===== config.mk =====
export PLATFORM = sky130hd
export DESIGN_NAME = key_range_prefix_counter_flat
export DESIGN_NICKNAME = d
export VERILOG_FILES = /design/src/hdl/krpc_pkg.sv /design/src/hdl/krpc_ifs.sv /design/src/hdl/krpc_accum.sv /design/src/hdl/krpc_out_reg.sv /design/src/hdl/key_range_prefix_counter.sv /design/src/flat_wrapper.sv
export SDC_FILE = /design/constraint.sdc
export NUM_CORES = 1
export LEC_CHECK = 0
export ABC_AREA = 1
export BUFFER_PORTS_ARGS = -buffer_cell sky130_fd_sc_hd__buf_4
export CORE_ASPECT_RATIO = 0.7
export CORE_MARGIN = 3
export CORE_UTILIZATION = 40
export DETAILED_ROUTE_END_ITERATION = 6
export PLACE_DENSITY = 0.58
export SLEW_MARGIN = 40
export SYNTH_ARGS = -nofsm -noshare
export SYNTH_HDL_FRONTEND = slang
export SYNTH_SLANG_ARGS = --single-unit

===== constraint.sdc =====
create_clock -name clk -period 8.4 [get_ports clk]
set_clock_uncertainty 0.2 [all_clocks]
set_input_delay 1.68 -clock clk [delete_from_list [all_inputs] [get_ports clk]]
set_output_delay 1.68 -clock clk [all_outputs]
set_load 0.005 [all_outputs]

===== src/hdl/krpc_pkg.sv =====
// Shared constants, types and a helper function for the key range prefix counter.
// No dependencies; compiled first.
`default_nettype none

package krpc_pkg;

  localparam int MAX_KEY_BYTES = 32;
  localparam int BYTE_W        = 8;
  localparam int CFG_W         = 9;
  localparam int IDX_W         = 5;
  localparam int REM_W         = 3;
  localparam int SHIFT_W       = 4;
  localparam int COUNT_W       = 64;

  localparam logic [CFG_W-1:0] PREFIX_BITS_RESET = CFG_W'(64);
  localparam logic [CFG_W-1:0] PREFIX_BITS_MAX   = CFG_W'(MAX_KEY_BYTES * BYTE_W);

  // Length settings derived from prefix_bits, held next to the accumulator
  typedef struct packed {
    logic [IDX_W-1:0] last_index;  // index of the final byte of the prefix
    logic [REM_W-1:0] rem;         // bits used from the final byte, 0 means 8
  } len_cfg_t;

  // One result item
  typedef struct packed {
    logic [COUNT_W-1:0] prefix_count;
    logic               overflowed;
  } result_t;

  // Clamp the prefix length and split it into byte count and tail width
  function automatic len_cfg_t derive_len(input logic [CFG_W-1:0] pb);
    logic [CFG_W-1:0] eff;
    logic [CFG_W-1:0] needed;
    len_cfg_t         cfg_v;
    eff = pb;
    if (pb == '0) begin
      eff = CFG_W'(1);
    end else if (pb > PREFIX_BITS_MAX) begin
      eff = PREFIX_BITS_MAX;
    end
    needed           = (eff + CFG_W'(7)) >> 3;
    cfg_v.last_index = IDX_W'(needed - CFG_W'(1));
    cfg_v.rem        = eff[REM_W-1:0];
    return cfg_v;
  endfunction

endpackage

`default_nettype wire


===== src/hdl/krpc_ifs.sv =====
// Handshake channel interfaces: key byte pairs in, counts out, length config.
// Depends on krpc_pkg.
`default_nettype none

interface krpc_pair_if import krpc_pkg::*; ();
  logic              valid;
  logic              ready;
  logic [BYTE_W-1:0] low_byte;
  logic [BYTE_W-1:0] high_byte;
  modport source (output valid, output low_byte, output high_byte, input ready);
  modport sink   (input valid, input low_byte, input high_byte, output ready);
endinterface

interface krpc_count_if import krpc_pkg::*; ();
  logic               valid;
  logic               ready;
  logic [COUNT_W-1:0] prefix_count;
  logic               overflowed;
  modport source (output valid, output prefix_count, output overflowed, input ready);
  modport sink   (input valid, input prefix_count, input overflowed, output ready);
endinterface

interface krpc_cfg_if import krpc_pkg::*; ();
  logic             valid;
  logic             ready;
  logic [CFG_W-1:0] prefix_bits;
  modport source (output valid, output prefix_bits, input ready);
  modport sink   (input valid, input prefix_bits, output ready);
endinterface

`default_nettype wire


===== src/hdl/krpc_accum.sv =====
// Prefix length register plus the 64-bit shift/add accumulator with overflow tracking.
// Depends on krpc_pkg.
`default_nettype none

module krpc_accum import krpc_pkg::*; (
  input  wire logic              clk,
  input  wire logic              rst,
  input  wire logic              cfg_wr,
  input  wire logic [CFG_W-1:0]  cfg_bits,
  input  wire logic              advance,
  input  wire logic [BYTE_W-1:0] low_byte,
  input  wire logic [BYTE_W-1:0] high_byte,
  output logic                   is_last,
  output result_t                result
);

  len_cfg_t           len_cfg;
  logic [COUNT_W-1:0] accumulator;
  logic [IDX_W-1:0]   byte_index;
  logic               overflow_seen;

  logic [SHIFT_W-1:0] width;
  logic [BYTE_W-1:0]  lo_bits;
  logic [BYTE_W-1:0]  hi_bits;
  logic               shift_ovf;
  logic [COUNT_W-1:0] shifted;
  logic [COUNT_W:0]   sum;
  logic               ovf_step;
  logic [COUNT_W-1:0] acc_step;
  logic               final_ovf;

  assign is_last = (byte_index == len_cfg.last_index);

  // Tail byte uses only its top rem bits
  assign width   = (is_last && len_cfg.rem != '0) ? SHIFT_W'(len_cfg.rem) : SHIFT_W'(BYTE_W);
  assign lo_bits = low_byte  >> (SHIFT_W'(BYTE_W) - width);
  assign hi_bits = high_byte >> (SHIFT_W'(BYTE_W) - width);

  // total = total * 2^w + hi - lo, flag if the shift or the add leaves 64 bits
  assign shift_ovf = |(accumulator & ~({COUNT_W{1'b1}} >> width));
  assign shifted   = accumulator << width;
  assign sum       = {1'b0, shifted} + (COUNT_W+1)'(hi_bits);
  assign ovf_step  = overflow_seen | shift_ovf | sum[COUNT_W];
  assign acc_step  = ovf_step ? accumulator : (sum[COUNT_W-1:0] - COUNT_W'(lo_bits));

  // The final +1 overflows when the total is all ones
  assign final_ovf           = ovf_step | (acc_step == {COUNT_W{1'b1}});
  assign result.overflowed   = final_ovf;
  assign result.prefix_count = final_ovf ? '0 : (acc_step + COUNT_W'(1));

  // Run state: cleared by reset, config writes and each emitted result
  always_ff @(posedge clk) begin
    if (rst) begin
      len_cfg       <= derive_len(PREFIX_BITS_RESET);
      accumulator   <= '0;
      byte_index    <= '0;
      overflow_seen <= 1'b0;
    end else if (cfg_wr) begin
      len_cfg       <= derive_len(cfg_bits);
      accumulator   <= '0;
      byte_index    <= '0;
      overflow_seen <= 1'b0;
    end else if (advance) begin
      if (is_last) begin
        accumulator   <= '0;
        byte_index    <= '0;
        overflow_seen <= 1'b0;
      end else begin
        accumulator   <= acc_step;
        byte_index    <= byte_index + IDX_W'(1);
        overflow_seen <= ovf_step;
      end
    end
  end

  // Byte counter never runs past the final byte of the prefix
  a_index_bound: assert property (@(posedge clk) disable iff (rst)
    byte_index <= len_cfg.last_index)
    else $error("byte index beyond prefix length");

  // A finished key leaves a clean run behind
  a_clear_after_result: assert property (@(posedge clk) disable iff (rst)
    (advance && is_last) |=> (byte_index == '0 && accumulator == '0 && !overflow_seen))
    else $error("run state not cleared after result");

endmodule

`default_nettype wire


===== src/hdl/krpc_out_reg.sv =====
// Result register driving the count channel; frees its slot as the item is taken.
// Depends on krpc_pkg and krpc_ifs.
`default_nettype none

module krpc_out_reg import krpc_pkg::*; (
  input  wire logic     clk,
  input  wire logic     rst,
  input  wire logic     load,
  input  result_t       res,
  output logic          slot_free,
  krpc_count_if.source  counts
);

  logic    out_valid;
  result_t out_data;

  assign slot_free           = !out_valid || counts.ready;
  assign counts.valid        = out_valid;
  assign counts.prefix_count = out_data.prefix_count;
  assign counts.overflowed   = out_data.overflowed;

  // Valid flag
  always_ff @(posedge clk) begin
    if (rst) begin
      out_valid <= 1'b0;
    end else if (load) begin
      out_valid <= 1'b1;
    end else if (counts.ready) begin
      out_valid <= 1'b0;
    end
  end

  // Payload
  always_ff @(posedge clk) begin
    if (load) begin
      out_data <= res;
    end
  end

  // An overflowed result always carries a zero count
  a_ovf_zero: assert property (@(posedge clk) disable iff (rst)
    (out_valid && out_data.overflowed) |-> (out_data.prefix_count == '0))
    else $error("overflowed result with nonzero count");

endmodule

`default_nettype wire


===== src/hdl/key_range_prefix_counter.sv =====
// Key range prefix counter: byte-pair input register, accumulator, result register.
// A key's final byte pair passes the input stage, then the result register, before its count is offered.
// Throughput: one byte pair per cycle except when held as below; one shift-add-subtract pass each.
// A full result register that is not being taken holds the final byte in the input stage.
// Reset (rst, synchronous): prefix_bits = 64, accumulator/index/overflow cleared, no items held.
// Depends on krpc_pkg, krpc_ifs, krpc_accum and krpc_out_reg.
`default_nettype none

module key_range_prefix_counter import krpc_pkg::*; (
  input  wire logic   clk,
  input  wire logic   rst,
  krpc_cfg_if.sink    cfg,
  krpc_pair_if.sink   keys,
  krpc_count_if.source counts
);

  logic              stg_valid;
  logic [BYTE_W-1:0] stg_lo;
  logic [BYTE_W-1:0] stg_hi;
  logic              stg_advance;
  logic              is_last;
  logic              slot_free;
  logic              key_fire;
  result_t           result;

  assign cfg.ready   = 1'b1;
  // Non-final bytes always move on; the final one needs room in the result register
  assign stg_advance = stg_valid && (!is_last || slot_free);
  assign keys.ready  = !stg_valid || stg_advance;
  assign key_fire    = keys.valid && keys.ready;

  // Input stage valid flag
  always_ff @(posedge clk) begin
    if (rst) begin
      stg_valid <= 1'b0;
    end else if (keys.ready) begin
      stg_valid <= keys.valid;
    end
  end

  // Input stage payload
  always_ff @(posedge clk) begin
    if (key_fire) begin
      stg_lo <= keys.low_byte;
      stg_hi <= keys.high_byte;
    end
  end

  krpc_accum u_accum (
    .clk       (clk),
    .rst       (rst),
    .cfg_wr    (cfg.valid && cfg.ready),
    .cfg_bits  (cfg.prefix_bits),
    .advance   (stg_advance),
    .low_byte  (stg_lo),
    .high_byte (stg_hi),
    .is_last   (is_last),
    .result    (result)
  );

  krpc_out_reg u_out (
    .clk       (clk),
    .rst       (rst),
    .load      (stg_advance && is_last),
    .res       (result),
    .slot_free (slot_free),
    .counts    (counts)
  );

  // A held input item keeps its bytes
  a_stage_hold: assert property (@(posedge clk) disable iff (rst)
    (stg_valid && !stg_advance) |=> (stg_valid && $stable(stg_lo) && $stable(stg_hi)))
    else $error("stalled input stage lost its item");

  // A final byte never overwrites a result that is still waiting
  a_no_overwrite: assert property (@(posedge clk) disable iff (rst)
    (stg_advance && is_last) |-> (!counts.valid || counts.ready))
    else $error("result register overwritten");

endmodule

`default_nettype wire


===== src/flat_wrapper.sv =====
// flat-port wrapper written by rule: the top's interface ports become plain ports
module key_range_prefix_counter_flat import krpc_pkg::*;
  (clk, rst, cfg_valid, cfg_prefix_bits, cfg_ready, keys_valid, keys_low_byte, keys_high_byte, keys_ready, counts_valid, counts_prefix_count, counts_overflowed, counts_ready);
  krpc_cfg_if cfg_i ();
  krpc_pair_if keys_i ();
  krpc_count_if counts_i ();
  input  wire logic clk;
  input  wire logic rst;
  input wire logic [$bits(cfg_i.valid)-1:0] cfg_valid;
  input wire logic [$bits(cfg_i.prefix_bits)-1:0] cfg_prefix_bits;
  output wire logic [$bits(cfg_i.ready)-1:0] cfg_ready;
  input wire logic [$bits(keys_i.valid)-1:0] keys_valid;
  input wire logic [$bits(keys_i.low_byte)-1:0] keys_low_byte;
  input wire logic [$bits(keys_i.high_byte)-1:0] keys_high_byte;
  output wire logic [$bits(keys_i.ready)-1:0] keys_ready;
  output wire logic [$bits(counts_i.valid)-1:0] counts_valid;
  output wire logic [$bits(counts_i.prefix_count)-1:0] counts_prefix_count;
  output wire logic [$bits(counts_i.overflowed)-1:0] counts_overflowed;
  input wire logic [$bits(counts_i.ready)-1:0] counts_ready;
  assign cfg_i.valid = cfg_valid;
  assign cfg_i.prefix_bits = cfg_prefix_bits;
  assign cfg_ready = cfg_i.ready;
  assign keys_i.valid = keys_valid;
  assign keys_i.low_byte = keys_low_byte;
  assign keys_i.high_byte = keys_high_byte;
  assign keys_ready = keys_i.ready;
  assign counts_valid = counts_i.valid;
  assign counts_prefix_count = counts_i.prefix_count;
  assign counts_overflowed = counts_i.overflowed;
  assign counts_i.ready = counts_ready;
  key_range_prefix_counter u_core (.clk(clk), .rst(rst), .cfg(cfg_i), .keys(keys_i), .counts(counts_i));
endmodule

* Word level (Yosys, flattened, before mapping)
Cells that the tools add are included.
Word-level totals: register bits 161, word-level logic and storage cells 56
Cells by class: add/sub/neg operators 7, order comparisons 1, equal/unequal tests 2, shift-type cells 4, muxes and demuxes 11, bitwise logic cells 5, reductions and logical operators 15
Operators by type and width (count):
- 2-to-1 mux 64 bit | 2
- adder 64 x 8 -> 65 bit | 1
- adder 64 x 1 -> 64 bit (second input constant) | 1
- AND 64 bit | 1
- == test 64 bit (second input constant) | 1
- NOT 64 bit | 1
- OR reduction 64 bit | 1
- left shift 64 x 4 -> 64 bit | 1
- >> shifter 64 x 4 -> 64 bit (first input constant) | 1
- subtractor 64 x 8 -> 64 bit | 1
- 2-to-1 mux 8 bit | 4
- >> shifter 8 x 4 -> 8 bit | 2
- greater-than comparator 9 bit (second input constant) | 1
- zero test 9 bit | 1
- adder 8 x 3 -> 8 bit (second input constant) | 1
- adder 5 x 1 -> 5 bit (second input constant) | 1
- == test 5 bit | 1
- 2-to-1 mux 5 bit | 1
- subtractor 5 x 1 -> 5 bit (second input constant) | 1
- logical AND 1 bit | 4
- 2-to-1 mux 4 bit | 1
- subtractor 4 bit (first input constant) | 1
- zero test 1 bit | 3
- logical OR 1 bit | 3
- other kinds (5) | 9

* Longest topological paths before layout
word-level depth 12, depth in mapped cells 54, gate-level depth less buffers 48

* Modules after synthesis
From an unflattened synthesis, not the netlist that was laid out.
Second synthesis, totals: cells, all modules 3569, area, all modules 19796.5 µm²
Modules (own cells, without submodules):
- krpc_accum | instances 1, cells an instance 3471, area an instance 17240.3 µm²
- krpc_out_reg | instances 1, cells an instance 70, area an instance 1994.4 µm²
- key_range_prefix_counter | instances 1, cells an instance 28, area an instance 561.8 µm²

* Worst setup path before layout
No wires, ideal clock.
path type register -> register, from reg u_core.u_accum.byte_index[0], to reg u_core.u_out.out_data, in the netlist u_core.u_out.counts.prefix_count[29] (data pin), data arrival time 6625 ps, required time 7944 ps, path slack 1320 ps, stages on the path, launching flop included 49, path buffers 8, path through dfxtp_1 -> inv_2 -> nand2_1 -> nand2_2 -> nor2_4 -> nand3_4 -> nor2_4 -> buf_4 -> buf_2 -> buf_2 -> ha_1 -> clkbuf_1 -> inv_1 -> clkbuf_1 -> o21ai_0 -> ha_1 -> a21oi_1 -> and2_1 -> (+13 left out) -> nand2_1 -> nand2_1 -> nand2_1 -> and2_0 -> clkbuf_1 -> nand3_1 -> nor2_2 -> nand3_4 -> inv_2 -> nand2_2 -> nor2_4 -> nand3_2 -> nor2_4 -> nand3_2 -> nand2_2 -> buf_6 -> buf_8 -> nor2_1
Between the ends: longest elaborated chain between the ends 12, elaborated cells on any way between the ends 19
Ends and longest elaborated chain:
- start: declaration | line krpc_accum.sv:19 | logic [IDX_W-1:0] byte_index;
- start signal: assignment | line krpc_accum.sv:70 | byte_index <= byte_index + IDX_W'(1);
- == test 5 bit (*) | line krpc_accum.sv:32 | assign is_last = (byte_index == len_cfg.last_index);
- logical AND 1 bit (*) | line krpc_accum.sv:35 | assign width = (is_last && len_cfg.rem != '0) ? SHIFT_W'(len_cfg.rem) : SHIFT_W'(BYTE_W);
- 2-to-1 mux 4 bit (*) | line krpc_accum.sv:35
- branches (longest 8 deep; another with adder 64 x 8 -> 65 bit)
- bitwise OR 1 bit (*) | line krpc_accum.sv:47 | assign final_ovf = ovf_step | (acc_step == {COUNT_W{1'b1}});
- named net u_core.u_accum.final_ovf | line krpc_accum.sv:30 | logic final_ovf;
- end signal: assignment | line krpc_out_reg.sv:36 | out_data <= res;
- end: declaration | line krpc_out_reg.sv:15 | result_t out_data;
Mark *: on every way through the listed nets, which the timed path passes. A chain may end at the register's enable or synchronous reset.

* Worst setup path in the final report
from reg u_core.u_accum.len_cfg[0] (netlist name), to reg u_core.u_out.out_data, in the netlist u_core.u_out.counts.prefix_count[57] (data pin)
Between the ends: longest elaborated chain between the ends 12, elaborated cells on any way between the ends 19
Ends and longest elaborated chain:
- start: declaration | line krpc_accum.sv:17 | len_cfg_t len_cfg;
- start signal: assignment | line krpc_accum.sv:54 | len_cfg <= derive_len(PREFIX_BITS_RESET);
- start signal: assignment | line krpc_accum.sv:59 | len_cfg <= derive_len(cfg_bits);
- nonzero test 3 bit | line krpc_accum.sv:35
- logical AND 1 bit | line krpc_accum.sv:35
- 2-to-1 mux 4 bit (*) | line krpc_accum.sv:35
- branches (longest 9 deep; another with adder 64 x 8 -> 65 bit)
Every way passes the cells marked *.

==> qor.csv <==
metric;value;unit
outcome;completed;
Nets;3700;
Mapped Avg Cell Area;5.58;um^2
Leak Pwr;9.79;nW
Layout area overhead;7.76;%
Post-synth EDFFs;81;
Synth Instances;3635;
Arr. time, crit path;7890;ps
num ports;98;
post-synthesis simple-gate area fraction;59.6;%
Crit path required time;8410;ps
total power;5.97;mW
power per standard cell area;273;nW/um^2
Startpoint Class;register;
Core Region;49700;um^2
adder-cell share of the synthesized area;1.49;%
crit path max fanout;53;
Vias;25100;
Crit Path Class;reg2reg;
DP Area;21300;um^2
CP endpoint kind;register;
Final Max Tran Viols;0;
post-layout min period;7880;ps
min-delay worst type;reg2reg;
layout cell share with drive strength beyond 1;10.2;%
post-CTS sizing;0;
YS warnings;0;
Rows;68;
Mapped Area;20300;um^2
number of global-route vias before repair;21600;
CP delay by family, top;simple AND/OR/NAND/NOR gates;
postcts setup bufs;0;
post-synthesis xor/xnor area fraction;1.94;%
final worst slack;516;ps
Post-Layout Inst Area;21900;um^2
Tcrit/Tclk final;93.9;%
synth top area cells;nand2_1, nand3_1, edfxtp_1;
max cap viols;0;
initial antenna violation count;0;
first-pass GRT wire length;137;mm
share of the synthesized area in the top cell type;23.6;%
# diodes;0;
endpoints failing setup;0;
Die H;194;um
CTS Buffer Depth;2;
Clock Latency Late Sink;470;ps
Starting Density;40.8;%
H-tree depth;4;
vias per cell;5.80;
largest family of logic cells by synthesized area;simple AND/OR/NAND/NOR gates;
grt ovf;0;
Setup WS pre-CTS;507;ps
fmax;127;MHz
Initial DRC Count;3831;
clock-pin slew on the worst setup and hold paths;70;ps
largest net degree at the start of global routing;86;
cts bufs inserted;17;
syn nets;3688;
Root Buffer;clkbuf_16;
CTS tree;done;
Synth cell types;62;
Port-buffer cells;96;
Worst-Margin Slew;874;ps
Fin. Hold Viols;0;
DRC viols;0;
Seq/Total Area, Yosys;19.9;%
dominant cell type by area after synthesis;nand2_1;
CTS Hold Bufs;0;
Layout Utilization;44.0;%
slowest cell delay on critical path;570;ps
Routed WL per cell;21.4;um
FFs w/ async S/R, synth;0;%
die area;53500;um^2
1st-pass router iterations;7;
Compound-Gate Fraction of Synth Area;6.77;%
drt total wl;92.7;mm
All-Layer GR Usage;33.9;%
worst vdd ir;0.163;mV
Worst path most repeated cell;nand2_1;
slew margin rel.;41.7;%
post-synthesis register bit count;161;
mux contribution to synthesized area;0.0493;%
Routed Antenna Nets;0;
Worst path slowest cell;buf_4;
die span in x;275;um
CTS Sinks;161;
Synth Flop Type;edfxtp_1;
dpl hpwl;75.6;mm
RePlAce Congestion;1.09;
buffers and inverters on the worst path;5;
## state kept, by name, summed over array words and instances (netlist names)
name and cells:
u_core.u_out.counts.valid 1, u_core.u_accum.byte_index 5, u_core.u_accum.overflow_seen 1, u_core.stg_lo 8, u_core.u_accum.accumulator 64, u_core.stg_valid 1, u_core.u_out.counts.prefix_count 64, u_core.u_out.counts.overflowed 1
u_core.u_accum.len_cfg 8, u_core.stg_hi 8
## cells in the mapped netlist, types with 26 or more instances
cell and instances:
nand2_2 35, edfxtp_1 81, nor2_2 59, clkbuf_1 40
nand2_1 1275, inv_1 271, xor2_1 26, nand4_1 127
dfxtp_1 80, nand3_1 706, nor2_1 404, a21oi_1 139
buf_2 52, o21ai_0 60
## worst reg2reg max path, delay by kind of cell (launching register included)
kind	cells	cell delay [ps]
AOI/OAI and AO/OA	2	310
and+or+nand+nor	25	4750
DFF	1	510
buffers and inverters	5	1870
## final cells by class
class | instances | area, um^2
Sequential cell | 161 | 4040
Timing Repair Buffer | 144 | 1120
Inverter | 299 | 1120
Clock buffer | 19 | 433
Fill cell | 5627 | 27800
Clock inverter | 13 | 103
Multi-Input combinational cell | 3024 | 14200
Tap cell | 665 | 832
## final timing paths
kind	startpoint	end	slack [ps]	cells past startpoint
worst max-delay path	u_core.u_accum.len_cfg[0]	u_core.u_out.counts.prefix_count[57]	520	32
worst min-delay path	u_core.u_accum.accumulator[55]	u_core.u_accum.accumulator[55]	270	2
worst max register to register	u_core.u_accum.len_cfg[0]	u_core.u_out.counts.prefix_count[57]	520	32
worst min register to register	u_core.u_accum.accumulator[55]	u_core.u_accum.accumulator[55]	270	2
## metal layers
layer | vias up | wire length [um] | global-route usage, %
met1 | 11500 | 44900 | 55.3
met2 | 1541 | 31000 | 39.2
met5 | - | 0 | 0
met3 | 69 | 15200 | 14.0
met4 | 0 | 1600 | 6.25
li1 | 12000 | - | -
## placed cells by master (no fill, tap or decap), types with 3 or more instances in the layout
cell,count
ha_1,21
dfxtp_1,79
nand2_2,34
o22ai_1,6
nand3_4,3
nand2_4,4
nand2_1,1275
inv_1,269
nor4_1,3
buf_4,139
clkinv_1,5
o21ai_0,59
o21ai_1,12
xnor2_1,17
buf_6,3
o21ai_2,7
edfxtp_1,81
a21oi_1,138
nand3b_1,12
nor2_1,403
inv_2,26
xor2_1,26
nor2_4,20
nor3_1,19
clkbuf_16,17
inv_6,5
nand4_1,127
nor2_2,59
or2_2,10
nor2_8,3
clkinvlp_4,4
a21oi_2,7
nand3_1,706
nand3_2,18
## metrics by stage
step / hold WS [ps] / instances / TNS [ps]
global placement: 258 / 4292 / 0
CTS: 267 / 4324 / 0
finish: 265 / 4325 / 0
detailed placement: 257 / 4292 / 0
floorplan: 245 / 3635 / 0
global route: 304 / 4325 / -1.90
## report_power, final
group / switching, mW / internal (mW) / leakage (nW)
combinational: 3.10 / 1.06 / 8.15
sequential: 0.0575 / 1.00 / 1.40
clock: 0.369 / 0.382 / 0.247
## logic make-up after synthesis
group           after synthesis
buf+inv                     450
xor+xnor                     44
flops                       161
fa+ha+maj                    23
compound gates              249
other cells                   2
mux                           1
simple gates               2705
Power figures use the tool's default switching activity.
